$ cat src/rtl/core/bdt_pkg.sv
// ----------------------------------------------------------------------------
// bdt_pkg
// Shared types and character codes for the brace depth tracker.
// ----------------------------------------------------------------------------
package bdt_pkg;

  localparam logic [7:0] CH_STAR      = 8'h2A;  // '*'
  localparam logic [7:0] CH_SLASH     = 8'h2F;  // '/'
  localparam logic [7:0] CH_BACKSLASH = 8'h5C;  // '\'
  localparam logic [7:0] CH_DQUOTE    = 8'h22;  // '"'
  localparam logic [7:0] CH_SQUOTE    = 8'h27;  // '''
  localparam logic [7:0] CH_LBRACE    = 8'h7B;  // '{'
  localparam logic [7:0] CH_RBRACE    = 8'h7D;  // '}'

  localparam int unsigned OUT_DEPTH_W = 16;

  // Lexer mode and lookahead flags.
  typedef struct packed {
    logic block_cmt;
    logic str_lit;
    logic chr_lit;
    logic star_pend;
    logic slash_pend;
    logic skip_next;
    logic line_cmt;
  } bdt_flags_t;

  localparam bdt_flags_t FLAGS_CLEAR = '0;

endpackage

$ cat src/rtl/core/bdt_step.sv
// ----------------------------------------------------------------------------
// bdt_step
// Next-state logic for one character: comment, literal and escape tracking
// plus saturating brace depth update.
// ----------------------------------------------------------------------------
module bdt_step #(
  parameter int unsigned DEPTH_BITS = 16
) (
  input  logic [7:0]             char_code,
  input  logic                   line_end,
  input  logic                   restart,
  input  logic [DEPTH_BITS-1:0]  depth_cur,
  input  bdt_pkg::bdt_flags_t    flags_cur,
  output logic [DEPTH_BITS-1:0]  depth_new,
  output bdt_pkg::bdt_flags_t    flags_new
);
  import bdt_pkg::*;

  localparam logic [DEPTH_BITS-1:0] DEPTH_MAX = {1'b0, {(DEPTH_BITS-1){1'b1}}};
  localparam logic [DEPTH_BITS-1:0] DEPTH_MIN = {1'b1, {(DEPTH_BITS-1){1'b0}}};
  localparam logic [DEPTH_BITS-1:0] DEPTH_ONE = {{(DEPTH_BITS-1){1'b0}}, 1'b1};

  bdt_flags_t            f;
  logic [DEPTH_BITS-1:0] d;
  logic                  plain;
  logic                  free_text;

  always_comb begin
    f = restart ? FLAGS_CLEAR : flags_cur;
    d = restart ? '0 : depth_cur;
    plain = 1'b0;
    free_text = 1'b0;

    if (f.skip_next) begin
      f.skip_next = 1'b0;
    end else if (f.line_cmt) begin
      if (line_end) f.line_cmt = 1'b0;
    end else if (f.block_cmt) begin
      if (f.star_pend && char_code == CH_SLASH) begin
        f.block_cmt = 1'b0;
        f.star_pend = 1'b0;
      end else begin
        f.star_pend = (char_code == CH_STAR) && !line_end;
      end
    end else if (f.slash_pend) begin
      f.slash_pend = 1'b0;
      if (char_code == CH_STAR) begin
        f.block_cmt = 1'b1;
      end else if (char_code == CH_SLASH) begin
        if (!line_end) f.line_cmt = 1'b1;
      end else begin
        plain = 1'b1;
      end
    end else begin
      plain = 1'b1;
    end

    if (plain) begin
      free_text = !f.str_lit && !f.chr_lit;
      if (free_text && char_code == CH_SLASH) begin
        if (!line_end) f.slash_pend = 1'b1;
      end else if (char_code == CH_BACKSLASH) begin
        if (!line_end) f.skip_next = 1'b1;
      end else begin
        if (!f.chr_lit && char_code == CH_DQUOTE) begin
          f.str_lit = !f.str_lit;
        end else if (!f.str_lit && char_code == CH_SQUOTE) begin
          f.chr_lit = !f.chr_lit;
        end
        if (!f.str_lit && !f.chr_lit) begin
          if (char_code == CH_LBRACE && d != DEPTH_MAX) begin
            d = d + DEPTH_ONE;
          end else if (char_code == CH_RBRACE && d != DEPTH_MIN) begin
            d = d - DEPTH_ONE;
          end
        end
      end
    end

    depth_new = d;
    flags_new = f;
  end

endmodule

$ cat src/rtl/core/brace_depth_tracker_core.sv
// A result beat is registered and appears in the cycle after its input beat is accepted.
// Throughput: one character per cycle unless out_ready stalls a held result;
// the state update is combinational flag logic plus one depth increment/decrement.
// in_ready stays high while the result register is empty or being drained.
// Reset (rst_n low, synchronous) clears depth, all mode flags and the
// result valid; restart on a beat clears depth and mode flags for that character.
// ----------------------------------------------------------------------------
// brace_depth_tracker_core
// Comment- and literal-aware brace depth counter, one source byte per beat.
// ----------------------------------------------------------------------------
module brace_depth_tracker_core #(
  parameter int unsigned DEPTH_BITS = 16
) (
  input  logic        clk,
  input  logic        rst_n,
  input  logic        in_valid,
  output logic        in_ready,
  input  logic [7:0]  in_char_code,
  input  logic        in_line_end,
  input  logic        in_restart,
  output logic        out_valid,
  input  logic        out_ready,
  output logic signed [15:0] out_brace_depth,
  output logic        out_inside_block_comment,
  output logic        out_inside_string,
  output logic        out_inside_char_literal
);
  import bdt_pkg::*;

  logic [DEPTH_BITS-1:0]  depth_r;
  logic [DEPTH_BITS-1:0]  depth_nxt;
  bdt_flags_t             flags_r;
  bdt_flags_t             flags_nxt;
  logic                   out_valid_r;
  logic [15:0]            res_depth_r;
  logic [15:0]            res_depth_nxt;
  logic                   res_blk_r;
  logic                   res_str_r;
  logic                   res_chr_r;
  logic                   in_fire;

  assign in_ready = !out_valid_r || out_ready;
  assign in_fire  = in_valid && in_ready;

  bdt_step #(
    .DEPTH_BITS (DEPTH_BITS)
  ) u_step (
    .char_code (in_char_code),
    .line_end  (in_line_end),
    .restart   (in_restart),
    .depth_cur (depth_r),
    .flags_cur (flags_r),
    .depth_new (depth_nxt),
    .flags_new (flags_nxt)
  );

  // Report the low 16 bits, sign-extended when the counter is narrower.
  generate
    if (DEPTH_BITS >= OUT_DEPTH_W) begin : g_trunc
      assign res_depth_nxt = depth_nxt[OUT_DEPTH_W-1:0];
    end else begin : g_sext
      assign res_depth_nxt = {{(OUT_DEPTH_W-DEPTH_BITS){depth_nxt[DEPTH_BITS-1]}},
                              depth_nxt};
    end
  endgenerate

  always_ff @(posedge clk) begin
    if (!rst_n) begin
      depth_r     <= '0;
      flags_r     <= FLAGS_CLEAR;
      out_valid_r <= 1'b0;
    end else begin
      if (in_fire) begin
        depth_r <= depth_nxt;
        flags_r <= flags_nxt;
      end
      if (in_fire) begin
        out_valid_r <= 1'b1;
      end else if (out_ready) begin
        out_valid_r <= 1'b0;
      end
    end
  end

  always_ff @(posedge clk) begin
    if (in_fire) begin
      res_depth_r <= res_depth_nxt;
      res_blk_r   <= flags_nxt.block_cmt;
      res_str_r   <= flags_nxt.str_lit;
      res_chr_r   <= flags_nxt.chr_lit;
    end
  end

  assign out_valid                = out_valid_r;
  assign out_brace_depth          = res_depth_r;
  assign out_inside_block_comment = res_blk_r;
  assign out_inside_string        = res_str_r;
  assign out_inside_char_literal  = res_chr_r;

endmodule

$ cat config.mk
export PLATFORM = sky130hd
export DESIGN_NAME = brace_depth_tracker_core
export DESIGN_NICKNAME = d
export VERILOG_FILES = /design/src/rtl/core/bdt_pkg.sv /design/src/rtl/core/bdt_step.sv /design/src/rtl/core/brace_depth_tracker_core.sv
export SDC_FILE = /design/constraint.sdc
export NUM_CORES = 1
export LEC_CHECK = 0
export BUFFER_PORTS_ARGS = -buffer_cell sky130_fd_sc_hd__buf_4
export CORE_MARGIN = 2
export CORE_UTILIZATION = 35
export DETAILED_ROUTE_END_ITERATION = 12
export PLACE_DENSITY_LB_ADDON = 0.3
export REMOVE_ABC_BUFFERS = 1
export SLEW_MARGIN = 15
export SYNTH_ARGS = -nofsm -noshare
export SYNTH_HDL_FRONTEND = slang
export SYNTH_HIERARCHICAL = 1
export SYNTH_SLANG_ARGS = --single-unit
$ cat constraint.sdc
create_clock -name clk -period 3.8 [get_ports clk]
set_input_delay 0.38 -clock clk [delete_from_list [all_inputs] [get_ports clk]]
set_output_delay 0.38 -clock clk [all_outputs]
set_load 0.02 [all_outputs]
After elaboration in Yosys (flattened, before gate mapping)
Index checks and enable logic that the tools add are counted.

cells by class
  equality and inequality tests = 9
  add/subtract/negate cells = 2
  mux-type cells = 51
  reduce and logical (&&, ||, !) cells = 18

operators with widths
  kind                     count
  $mux W16                 7
  $mux W1                  37
  $eq A8 B6 Y1 const B     4
  $eq A8 B7 Y1 const B     3
  $add A16 B1 Y16 const B  1
  $ne A16 B15 Y1 const B   1
  $ne A16 B16 Y1 const B   1
  $sub A16 B1 Y16 const B  1
  $mux W2                  6
  $logic_and A1 B1 Y1      10
  $mux W7                  1
  $logic_not A1 Y1         6
  $reduce_bool A2 Y1       1
  $logic_or A1 B1 Y1       1

word-level totals
  input bits = 14
  register bits after elaboration = 43
  output and inout bits = 21

Logic depth before layout (Yosys ltp)
  word-level depth = 14
  depth in mapped cells = 13
  depth with buffers taken out = 11

Modules after synthesis
The synthesis kept the hierarchy.

modules (own cells, without submodules)
  module                    area each (sq um)  seq. area each (sq um)  cells an instance  instances
  brace_depth_tracker_core  1560.2             1051.0                  124                1
  bdt_step                  1343.8             0.0                     214                1

Least setup slack after synthesis
OpenSTA, ideal clock, no wires.

  path kind = in2reg
  start point = input port in_char_code[2]
  end point = register res_depth_r[4] (netlist: out_brace_depth[4]), data pin
  required time = 3541 ps
  setup slack = 1272 ps
  data arrival time = 2270 ps
  path buffers = 3
  stages = 9
  cells stage by stage = buf_2 or4b_1 a2111o_1 a221oi_2 and2_1 buf_4 buf_6 a31oi_1 o21a_1

on the way
  longest elaborated chain between the ends = 13
  elaborated cells on any way between the ends = 36
  classes of those cells = 7 x eq/ne; 21 x mux; 8 x reduce/logical

ends and longest elaborated chain
  item                    line                            text
  start: declaration      brace_depth_tracker_core.sv:18  input logic [7:0] in_char_code,
  $eq A8 B6 Y1            bdt_step.sv:67                  end else if (!f.str_lit && char_code == CH_SQUOTE) begin
  $logic_and A1 B1 Y1     bdt_step.sv:67
  $mux W1                 bdt_step.sv:67
  $mux W1                 bdt_step.sv:65                  if (!f.chr_lit && char_code == CH_DQUOTE) begin
  $mux W1                 bdt_step.sv:62                  end else if (char_code == CH_BACKSLASH) begin
  $mux W1                 bdt_step.sv:60                  if (free_text && char_code == CH_SLASH) begin
  $mux W1                 bdt_step.sv:58                  if (plain) begin
  $logic_not A1 Y1        bdt_step.sv:70                  if (!f.str_lit && !f.chr_lit) begin
  $logic_and A1 B1 Y1     bdt_step.sv:70
  $mux W16                bdt_step.sv:70
  $mux W16                bdt_step.sv:62
  $mux W16                bdt_step.sv:60
  $mux W16 (*)            bdt_step.sv:58
  named net depth_nxt[4]  brace_depth_tracker_core.sv:31  logic [DEPTH_BITS-1:0] depth_nxt;
  end signal: assignment  brace_depth_tracker_core.sv:87  res_depth_r <= res_depth_nxt;
  end: declaration        brace_depth_tracker_core.sv:35  logic [15:0] res_depth_r;

Mark *: on every way through the listed nets, which the timed path passes. The rest lies on a longest branch. The select of a mux whose other input is x is not followed.
A chain may end at the register's enable or synchronous reset.

Final worst setup path
  start point = register flags_r[4] (netlist name)
  end point = register depth_r[9]

on the way
  longest elaborated chain between the ends = 13
  elaborated cells on any way between the ends = 21
  classes of those cells = 14 x mux; 7 x reduce/logical

ends and longest elaborated chain
  item                                                   line                                            text
  start: declaration                                     brace_depth_tracker_core.sv:32                  bdt_flags_t flags_r;
  start signal: assignment                               brace_depth_tracker_core.sv:75                  flags_r <= flags_nxt;
  $mux W7 (*)                                            bdt_step.sv:29                                  f = restart ? FLAGS_CLEAR : flags_cur;
  $logic_not A1 Y1                                       bdt_step.sv:59, bdt_step.sv:65, bdt_step.sv:68
  $mux W1 / $logic_and A1 B1 Y1 (equally long branches)  bdt_step.sv:67, bdt_step.sv:65
  $mux W1                                                bdt_step.sv:65
  $mux W1                                                bdt_step.sv:62
  $mux W1                                                bdt_step.sv:60
  $mux W1                                                bdt_step.sv:58
  $logic_not A1 Y1                                       bdt_step.sv:70
  $logic_and A1 B1 Y1                                    bdt_step.sv:70
  $mux W16                                               bdt_step.sv:70
  $mux W16                                               bdt_step.sv:62
  $mux W16 (*)                                           bdt_step.sv:60
  $mux W16 (*)                                           bdt_step.sv:58
  named net depth_nxt[9]                                 brace_depth_tracker_core.sv:31
  end signal: assignment                                 brace_depth_tracker_core.sv:74                  depth_r <= depth_nxt;
  end: declaration                                       brace_depth_tracker_core.sv:30                  logic [DEPTH_BITS-1:0] depth_r;

Marked as above.

==> summary.md <==
| Metric | Value |
|---|---|
| Worst skew pair latency | 300 ps |
| Leading register cell type out of synthesis | sky130_fd_sc_hd__dfxtp_1 |
| # fillers | 804 |
| Final-report max-slew violation count | 0 |
| Total negative setup slack | 0 ps |
| Final layout net count | 376 |
| Kind of end point of the critical path | flop |
| Antenna viol nets, final | 0 |
| Cell type with the highest occurrence count on the critical path | sky130_fd_sc_hd__a221oi_2 |
| Avg Inst Size Synth | 8.592 sq um |
| Required time of the critical path | 4030 ps |
| Number of setup violations in the final report | 0 |
| Setup repair bufs after CTS | 0 |
| I/O pins | 35 |
| Area taken by multi-input logic gates | between 1500 and 2000 sq um |
| EDFF count, synth | 19 |
| Weighted congestion at the end of routability-driven global placement | between 0.8 and 0.9 |
| First-pass GRT wire length | 11780 um |
| # port buffers | 34 |
| Async set-or-reset flop fraction in the synthesized netlist | 0% |
| Clock Sinks | 43 |
| Number of rows created at floorplan | 33 |
| Highest attainable clock frequency | 338.3 MHz |
| Hold Path Stages | 3 |
| Count of yosys warnings during synthesis | 6 |
| Time the worst path needs with I/O delays and setup | 2956 ps |
| Path type of the worst min-delay path | input port to flop |
| Gate Count Post-Synth | 338 |
| Share of total power in sequential cells | 48.7% |
| Post-Place Cells | 457 |
| Kind of start point of the critical path | flop |
| Number of buffers added to fix hold violations after cts | 0 |
| Number of distinct library cells after synthesis | 63 |
| Switching share of power | 22.26% |
| Number of DRC markers in iteration 0 | ~290 |
| Vias per cell | 5.482 |
| Max-cap viol count | 0 |
| Max Fanout on Critical Path | 15 |
| Arrival time worst endpoint | ~3200 ps |
| Count of state elements after synthesis | between 40 and 50 |
| CTS H-Tree Depth | 2 |
| Drc violations | 0 |
| Area of the die | 9042 sq um |
| Layout overhead on the synthesized area | 13.23% |
| CTS Buf Count | 5 |
| DP Wirelength | approximately 4600 um |
| Leading cell types by count after synthesis | sky130_fd_sc_hd__nand2_1 (65), sky130_fd_sc_hd__dfxtp_1 (24), sky130_fd_sc_hd__mux2i_1 (23) |
| Total congestion overflow | 0 |
| CP max stage delay | 530 ps |
| Setup repair after global routing missed its margin | false |
| Period Utilization, post-route | 77.80% |
| Total GRT Usage | 16.09% |
| Vias | ~2500 |
| Largest voltage drop on the vdd net | 0.0001351 V |
| Share of post-route cells with drive strength above 1 | 13.89% |
| Largest net degree at the start of global routing | 48 |
| Number of endpoints with negative hold slack in the final report | 0 |
| Slew at the pin with the worst max-slew slack | ~690 ps |
| Initial antenna violation count | 0 |
| Power density over the cells | 310.4 nW/um^2 |
| Longest Clk Path Bufs | 2 |
| Starting density of the core | approximately 36% |
| Width of the die | around 95 um |
| Total iterations of the first detailed-routing run | 4 |
| Per-cell routed wire length | around 14 um |
| Standard cell with the maximum stage delay on the critical path | sky130_fd_sc_hd__or4b_1 |
| Clk Tree Root Cell | sky130_fd_sc_hd__clkbuf_8 |
| Critical setup path kind | flop to flop |
| Result of the run | completed |
| Leak pwr | 1.219 nW |
| Power consumption | between 1 and 1.5 mW |
| Antenna cells | 0 |
| Comb power frac | approximately a tenth |
| Core area | 8134 sq um |
| Clock skew | 7.101 ps |
| Post_cts resized | 0 |
| Storage element area | around 1100 sq um |
| Cell-internal power | 0.7935 mW |
| Netlist Area Pre-Place | 2904 sq um |
| Area contributors post-synth | sky130_fd_sc_hd__edfxtp_1 (20%), sky130_fd_sc_hd__dfxtp_1 (17%), sky130_fd_sc_hd__nand2_1 (8.4%) |
| Clock slew seen by the registers of the worst setup and hold paths | about 80 ps |
| Clock share of power | 41.6% |
| Share of the synthesized area in the top cell type | 19.65% |
| Switching power total | 0.2272 mW |
| Yosys top cell by area | sky130_fd_sc_hd__edfxtp_1 |
| CTS tree | done |
| Number of global-route vias before repair | 2413 |
| DRT Wirelength | between 6000 and 7000 um |
| Cell with the most instances after synthesis | sky130_fd_sc_hd__nand2_1 |
| Vertical extent of the die | between 90 and 100 um |
| Post-route insts no fill | 465 |
| Worst slew margin | between 50% and 60% |
| Sequential-to-total area share from yosys stat | 36.19% |
| Cells along the critical path | or4b_1 > a2111o_1 > a221oi_2 > and2_1 > o21ai_0 > a221oi_2 > nand2_1 > mux2i_1 |
| Number of cell instances on the worst register-to-register path | 8 |
[power by group through the flow]
stage	Combinational (mW)	Sequential [mW]	Clock, mW
final	0.0989	0.497	0.425
after global routing	0.108	0.498	0.452
after CTS	0.100	0.497	0.433
after detailed placement	0.100	0.507	0
after global placement	0.0993	0.507	0
after floorplan	0.0344	0.520	0
[path summary, 6_finish.rpt]
kind              start          to  slack, ps
max          flags_r[4]  depth_r[9]        840
min            in_valid   out_valid        330
max reg2reg  flags_r[4]  depth_r[9]        840
min reg2reg  flags_r[2]  flags_r[2]        460
[state kept, by name, indices dropped and copies added (netlist names)]
| signal | flops |
|---|---|
| depth_r | 16 |
| flags_r | 7 |
| out_brace_depth | 16 |
| out_inside_block_comment | 1 |
| out_inside_char_literal | 1 |
| out_inside_string | 1 |
| out_valid | 1 |
[metal layers]
metal | vias up | global-route usage (%) | wire, um
li1 | 1269 | - | -
met1 | 1210 | 22.44 | 3151
met2 | 65 | 25.94 | 3101
met3 | 5 | 2.530 | 328
met4 | 0 | 4.227 | 76
met5 | - | 0 | 0
[layout by cell type, fill, tap and decap left out, drive strengths merged, types with 10 or more instances in the layout]
cell / synthesis / layout
nor2: 22 / 22
mux2i: 23 / 23
buf: 11 / 35
nand2: 65 / 65
nor2b: 12 / 12
edfxtp: 19 / 19
o21ai: 13 / 13
xnor2: 10 / 10
dfxtp: 24 / 24
nor3: 12 / 12
[cell type report]
type                            count  share of cell area (%)
Clock inverter                      2                   1.826
Tap cell                          105                   3.995
Inverter                            9                   1.027
Timing Repair Buffer               35                   7.991
Multi-Input combinational cell    265                   50.99
Sequential cell                    43                   31.96
Clock buffer                        6                   2.207
[kinds of logic (layout without fill, tap and decap cells)]
group,after synthesis,count (layout),synth area share (%)
XOR/XNOR,12,12,3.619
AO/OA/AOI/OAI,59,59,14.99
adder cells (fa/ha/maj),3,3,1.293
AND/OR/NAND/NOR,168,168,29.90
multiplexers,23,23,7.928
buffers and inverters,30,52,6.075
flip-flops,43,43,36.19
[metrics by stage]
step           instance area [sq um]  setup slack [ps]  utilization [%]  hold slack (ps)
2_1_floorplan                   2761              1199                -            430.2
5_1_grt                         3288             498.1            40.42            339.9
6_report                        3288             843.6            40.42            333.6
4_1_cts                         3288             842.0            40.42            335.2
3_3_place_gp                    3156             797.2            38.79            442.3
3_5_place_dp                    3156             708.8            38.79            452.8
[worst max-delay path, delay by kind of cell, from the launching register on]
family           cells  cell delay, ps
AO/OA/AOI/OAI        4            1250
multiplexers         1             140
flip-flops           1             360
AND/OR/NAND/NOR      3            1140
Note: power is estimated with default switching activity, not from simulation.
